===== src/rtl/assert_macros.svh =====
// Assertion helpers used by the top-level RTL file.
`ifndef ASSERT_MACROS_SVH
`define ASSERT_MACROS_SVH

// The condition holds at every clock edge outside reset.
`define ASSERT_ALWAYS(label, clk, rst, cond, msg) \
  label: assert property (@(posedge clk) disable iff (rst) (cond)) else $error(msg);

// The antecedent implies the consequent at the next clock edge.
`define ASSERT_NEXT(label, clk, rst, ante, cons, msg) \
  label: assert property (@(posedge clk) disable iff (rst) (ante) |=> (cons)) else $error(msg);

`endif


===== src/rtl/bsc_div_pipe.sv =====
module bsc_div_pipe #(
  parameter int unsigned Width = 32,
  parameter int unsigned SideW = 1
) (
  input  logic             clk,
  input  logic             rst,
  input  logic             en,
  input  logic             in_v,
  input  logic [Width-1:0] dividend,
  input  logic [Width-1:0] divisor,
  input  logic [SideW-1:0] side,
  output logic             out_v,
  output logic [Width-1:0] quotient,
  output logic [SideW-1:0] side_out
);

  logic             v   [Width];
  logic [Width-1:0] rem [Width];
  logic [Width-1:0] quo [Width];
  logic [Width-1:0] dvd [Width];
  logic [Width-1:0] dsr [Width];
  logic [SideW-1:0] sd  [Width];

  for (genvar i = 0; i < Width; i++) begin : g_stage
    logic             pv;
    logic [Width-1:0] prem, pquo, pdvd, pdsr;
    logic [SideW-1:0] psd;
    logic [Width:0]   trial;
    logic             fits;

    if (i == 0) begin : g_first
      assign pv = in_v;
      assign prem = '0;
      assign pquo = '0;
      assign pdvd = dividend;
      assign pdsr = divisor;
      assign psd = side;
    end else begin : g_rest
      assign pv = v[i-1];
      assign prem = rem[i-1];
      assign pquo = quo[i-1];
      assign pdvd = dvd[i-1];
      assign pdsr = dsr[i-1];
      assign psd = sd[i-1];
    end

    assign trial = {prem, pdvd[Width-1]};
    assign fits = trial >= {1'b0, pdsr};

    always_ff @(posedge clk) begin
      if (rst) begin
        v[i] <= 1'b0;
      end else if (en) begin
        v[i] <= pv;
      end
    end

    always_ff @(posedge clk) begin
      if (en) begin
        rem[i] <= fits ? Width'(trial - {1'b0, pdsr}) : trial[Width-1:0];
        quo[i] <= {pquo[Width-2:0], fits};
        dvd[i] <= {pdvd[Width-2:0], 1'b0};
        dsr[i] <= pdsr;
        sd[i] <= psd;
      end
    end
  end

  assign out_v = v[Width-1];
  assign quotient = quo[Width-1];
  assign side_out = sd[Width-1];

endmodule


===== config.mk =====
export PLATFORM = sky130hd
export DESIGN_NAME = bsc_div_pipe
export DESIGN_NICKNAME = d
export VERILOG_FILES = /design/src/rtl/assert_macros.svh /design/src/rtl/bsc_div_pipe.sv
export SDC_FILE = /design/constraint.sdc
export NUM_CORES = 2
export LEC_CHECK = 0
export ABC_CLOCK_PERIOD_IN_PS = 6700
export BUFFER_PORTS_ARGS = -buffer_cell sky130_fd_sc_hd__buf_4
export CORE_MARGIN = 2
export CORE_UTILIZATION = 40
export CTS_BUF_LIST = sky130_fd_sc_hd__clkbuf_8
export DETAILED_ROUTE_END_ITERATION = 8
export GPL_ROUTABILITY_DRIVEN = 0
export REMOVE_ABC_BUFFERS = 1
export SLEW_MARGIN = 10
export SYNTH_ARGS = -nofsm -noshare
export SYNTH_HDL_FRONTEND = slang
export SYNTH_MEMORY_MAX_BITS = 65536
export SYNTH_SLANG_ARGS = --single-unit

===== constraint.sdc =====
create_clock -name clk -period 6.7 [get_ports clk]
set_input_delay 1.005 -clock clk [delete_from_list [all_inputs] [get_ports clk]]
set_output_delay 1.005 -clock clk [all_outputs]
set_load 0.005 [all_outputs]

Word-level counts from Yosys, hierarchy flattened
Memory sizes are Yosys's and may differ from the RTL's.
Index checks and enable logic that the tools add are counted.
{"block": "totals", "ramBits": 4128, "output_inout_bits": 34, "n_memories": 6, "input_bits": 69, "regBits": 0}
{"name": "dsr", "words": 32, "word_bits": 32, "read_ports": 31, "rd_clocked_by_memory_dff": 0, "write_ports": 32, "line_no": "bsc_div_pipe.sv:21", "source": "logic [Width-1:0] dsr [Width];"}
{"name": "quo", "words": 32, "word_bits": 32, "read_ports": 32, "rd_clocked_by_memory_dff": 0, "write_ports": 32, "line_no": "bsc_div_pipe.sv:19", "source": "logic [Width-1:0] quo [Width];"}
{"name": "rem", "words": 32, "word_bits": 32, "read_ports": 31, "rd_clocked_by_memory_dff": 0, "write_ports": 32, "line_no": "bsc_div_pipe.sv:18", "source": "logic [Width-1:0] rem [Width];"}
{"name": "dvd", "words": 32, "word_bits": 31, "read_ports": 31, "rd_clocked_by_memory_dff": 0, "write_ports": 32, "line_no": "bsc_div_pipe.sv:20", "source": "logic [Width-1:0] dvd [Width];"}
{"name": "sd", "words": 32, "word_bits": 1, "read_ports": 32, "rd_clocked_by_memory_dff": 0, "write_ports": 32, "line_no": "bsc_div_pipe.sv:22", "source": "logic [SideW-1:0] sd [Width];"}
{"name": "v", "words": 32, "word_bits": 1, "read_ports": 32, "rd_clocked_by_memory_dff": 0, "write_ports": 32, "line_no": "bsc_div_pipe.sv:17", "source": "logic v [Width];"}
{"block": "classes", "add_sub_neg": 32, "n_lt_le_gt_ge": 32, "muxes": 70, "bitwise_logic": 32}
{"op": "$mux W32", "n": 32}
{"op": "$ge A33 B32 Y1", "n": 31}
{"op": "$sub A32 B32 Y32", "n": 31}
{"op": "$mux W1", "n": 38}
{"op": "$ge A1 B32 Y1", "n": 1}
{"op": "$or A1 B1 Y1", "n": 32}
{"op": "$sub A1 B32 Y32", "n": 1}

Logic depth before layout (Yosys ltp)
{"block": "depth", "depth_word": 4, "mapped_depth": 15}

Worst setup path before layout
No wires, ideal clock.
{"block": "synth_path", "kind": "register to register", "start": "memory rem[10][9]", "end": "memory rem[11][10] (data pin)", "n_path_buf": 1, "setup_time_ns": 0.260, "synth_period_minus_slack_ns": 3.351, "stages_incl_launch_ff": 12, "arrival_ns": 3.091, "slack_ns": 3.349, "path_cell_list": "edfxtp_1 -> ha_1 -> a21o_1 -> a21o_1 -> a221o_1 -> o21ai_2 -> a21oi_1 -> nor3_2 -> a211oi_1 -> a2111oi_4 -> buf_6 -> mux2_4"}
{"item": "start, declared", "line_no": "bsc_div_pipe.sv:18"}

==> results.py <==
metrics = {
    "timing": {
        "min_period_over_period_pct": 70.4,
        "setup_violations": 0,
        "skew_ns": 0.0518,
        "slew_headroom_pct": 19.7,
        "rsz0062_at_grt": "no",
        "hold_viol_final": 0,
        "worstMarginPinSlew_ns": 1.17,
        "fmax_mhz": 212,
        "drv_slew": 0,
        "tns_ns": 0,
        "min_period_ns": 4.72,
        "worst_slack_ns": 1.98,
    },
    "yosys": {
        "yosysTopAreaCellShare_pct": 59.2,
        "synth_area_leaders": "edfxtp_1 (59%), ha_1 (8.0%), inv_1 (3.0%)",
        "synthTopCellsByCount": "edfxtp_1 (3072), inv_1 (1247), ha_1 (994), nand2_1 (974), a21oi_1 (924)",
        "synth-seq-cells": 3072,
        "ys_warn_count": 0,
        "synth_ff_type": "edfxtp_1",
        "synthArstFlopShare_pct": 0,
        "syn_inst": 12800,
        "ys_seq_area_share_pct": 59.2,
        "syn_area_per_cell_um2": 12.2,
        "synth_edf_count": 3072,
        "yosys.area.top_type": "edfxtp_1",
        "yosysMostFrequentCell": "edfxtp_1",
        "syn-cell-area_um2": 156000,
        "synth_cell_type_count": 99,
    },
    "worst_setup_path": {
        "crit_family": "compound AO/OA/AOI/OAI gates",
        "cp.required_ns": 7.55,
        "crit_chain": "inv_1 > ha_1 > nor2b_1 > o31a_1 > o21ai_1 > a31oi_1 > a21oi_1 > nor3_1 > o21ai_1 > a31oi_1 > nor2b_2 > buf_4 > mux2i_1",
        "cp_data_arrival_time_ns": 5.57,
        "slowest_stage": "nor2b_2",
        "worst-path-buf-inv": 2,
        "start_kind": "register",
        "reg2regPathDepth": 13,
        "crit_path_end_kind": "register",
        "path_class": "reg -> reg",
        "cp_slowest_stage_delay_ns": 0.66,
        "worstPathMaxFanout": 21,
        "cp.depth": 13,
    },
    "power_and_ir_drop": {
        "ir_drop_uv": 312,
        "power.density_nw_per_um2": 468,
        "leakage_nw": 69.4,
    },
    "placed_design": {
        "dp_hpwl_mm": 248,
        "io_buffers": 102,
        "placedCellCount": 17900,
        "pre_cts_ws_ns": 1.98,
    },
    "detailed_routing": {
        "dr.first_iter.drc_count": 7658,
        "routedWlPerCell_um": 18.2,
        "ant_nets": 0,
        "drcViolationCount": 0,
        "vias": 98400,
        "drt_pass1_iterations": 6,
        "viasPerCell": 5.21,
        "wl_mm": 343,
    },
    "layout": {
        "nets": 14400,
        "multi_input_area_um2": 57900,
        "final_cells": 18900,
        "area_growth_syn_to_layout_pct": 11.5,
        "seqCellArea_um2": 92200,
        "drive_gt1_share_pct": 9.97,
        "fillers": 35800,
    },
    "die": {
        "rows": 229,
        "dieArea_um2": 395000,
        "dieWidth_um": 628,
        "die_h_um": 628,
        "core_area_um2": 389000,
        "start_util_pct": 40.1,
        "ios": 103,
    },
    "clock_network": {
        "numCtsBuffers": 553,
        "path_clk_slew_ns": 0.06,
        "cts-root-buf": "clkbuf_8",
        "cts-resized-gates": 0,
        "cts_buffer_depth": 4,
        "h-tree-depth": 6,
        "cts.sinks": 3072,
        "clk_latency_ns": 1.16,
        "cts_tree": "yes",
    },
    "min_path": {
        "hp-class": "in -> reg",
        "hold_path_depth": 3,
    },
    "outcome": {
        "outcome": "complete, no violations",
    },
    "run": {
        "maxCapViolations": 0,
    },
    "global_routing": {
        "grt_pass1_wl_mm": 534,
        "grt_max_degree": 159,
        "grt_pass1_vias": 95700,
        "grtUsageTotal_pct": 16.9,
        "grt_overflow": 0,
        "antenna_found_initial": 7,
    },
}
cell usage in the layout, fill, tap and decap left out, types with 454 or more instances in the layout:
cell type and count:
a21o_1 495, a21oi_1 920, clkbuf_8 566, edfxtp_1 3072, ha_1 994, inv_1 1390
nand2_1 974, nor2_1 537, o21ai_0 909, xnor2_1 454
state kept, by name (all words and copies together), names as in the netlist:
name	flops
sd	32
v	32
dvd	496
quo	528
dsr	992
rem	992
report_power, final:
group          switching [mW]  internal, mW
combinational            19.6          14.9
clock                    7.92          8.71
sequential               2.72          27.5
cells by family (layout without fill, tap and decap cells):
| logic type | count (synthesis) | in the layout | synth area share [%] |
|---|---|---|---|
| AOI/OAI and AO/OA | 3316 | 3316 | 13.3 |
| adders and majority gates | 1024 | 1024 | 8.36 |
| DFF | 3072 | 3072 | 59.2 |
| xor gates and xnor gates | 797 | 797 | 4.48 |
| and+or+nand+nor | 2621 | 2621 | 7.92 |
| muxes | 402 | 402 | 2.94 |
| other | 0 | 3 | 0 |
| buffers and inverters | 1561 | 2472 | 3.85 |
worst paths after layout:
check	slack, ns	to	startpoint
min	0.24	rem[0][0]$_DFFE_PP_	dividend[31]
min reg2reg	0.39	dvd[4][13]$_DFFE_PP_	dvd[3][12]$_DFFE_PP_
max	1.98	rem[7][1]$_DFFE_PP_	dsr[6][1]$_DFFE_PP_
max reg2reg	1.98	rem[7][1]$_DFFE_PP_	dsr[6][1]$_DFFE_PP_
worst register-to-register path: stages (launching register included):
cell and delay [ns]:
edfxtp_1 0.55, inv_1 0.08, ha_1 0.29, nor2b_1 0.14, o31a_1 0.25, o21ai_1 0.19
a31oi_1 0.23, a21oi_1 0.49, nor3_1 0.13, o21ai_1 0.27, a31oi_1 0.17, nor2b_2 0.66
buf_4 0.45, mux2i_1 0.55
stage by stage:
stage | cell area (um^2) | hold slack [ns] | total power, mW | util [%]
global placement | 163000 | 0.400 | 64.7 | 41.9
finish | 174000 | 0.243 | 81.4 | 44.7
global route | 174000 | 0.208 | 87.4 | 44.7
detailed placement | 163000 | 0.405 | 64.8 | 41.9
floorplan | 155000 | 0.400 | 55.6 | -
CTS | 174000 | 0.0989 | 82.1 | 44.7
layout make-up:
| cell class | count | share of cell area (%) |
|---|---|---|
| antenna | 3 | 0.00432 |
| clock buffer | 566 | 4.48 |
| clock inverter | 409 | 1.42 |
| inverter | 1248 | 2.69 |
| multi-input combinational | 8160 | 33.3 |
| sequential | 3072 | 53.1 |
| tap | 5197 | 3.74 |
| timing repair buffer | 249 | 1.30 |
routing by layer:
layer / part of all wire [%] / wire (um) / global-route usage, % / up-vias
li1: - / - / - / 48300
met1: 43 / 147000 / 21.4 / 47200
met2: 49 / 169000 / 29.2 / 2210
met3: 4.6 / 15700 / 2.52 / 700
met4: 3.2 / 11000 / 5.73 / 6
met5: 0.0099 / 34 / 0 / -
what timing repair did:
| action | 4_1_cts | 5_1_grt |
|---|---|---|
| buffers inserted | 0 | 0 |
| hold buffers | 64 | 0 |
| hold endpoints to repair | 64 | 0 |
| setup endpoints to repair | 0 | 0 |
(Power assumes the default switching activity.)
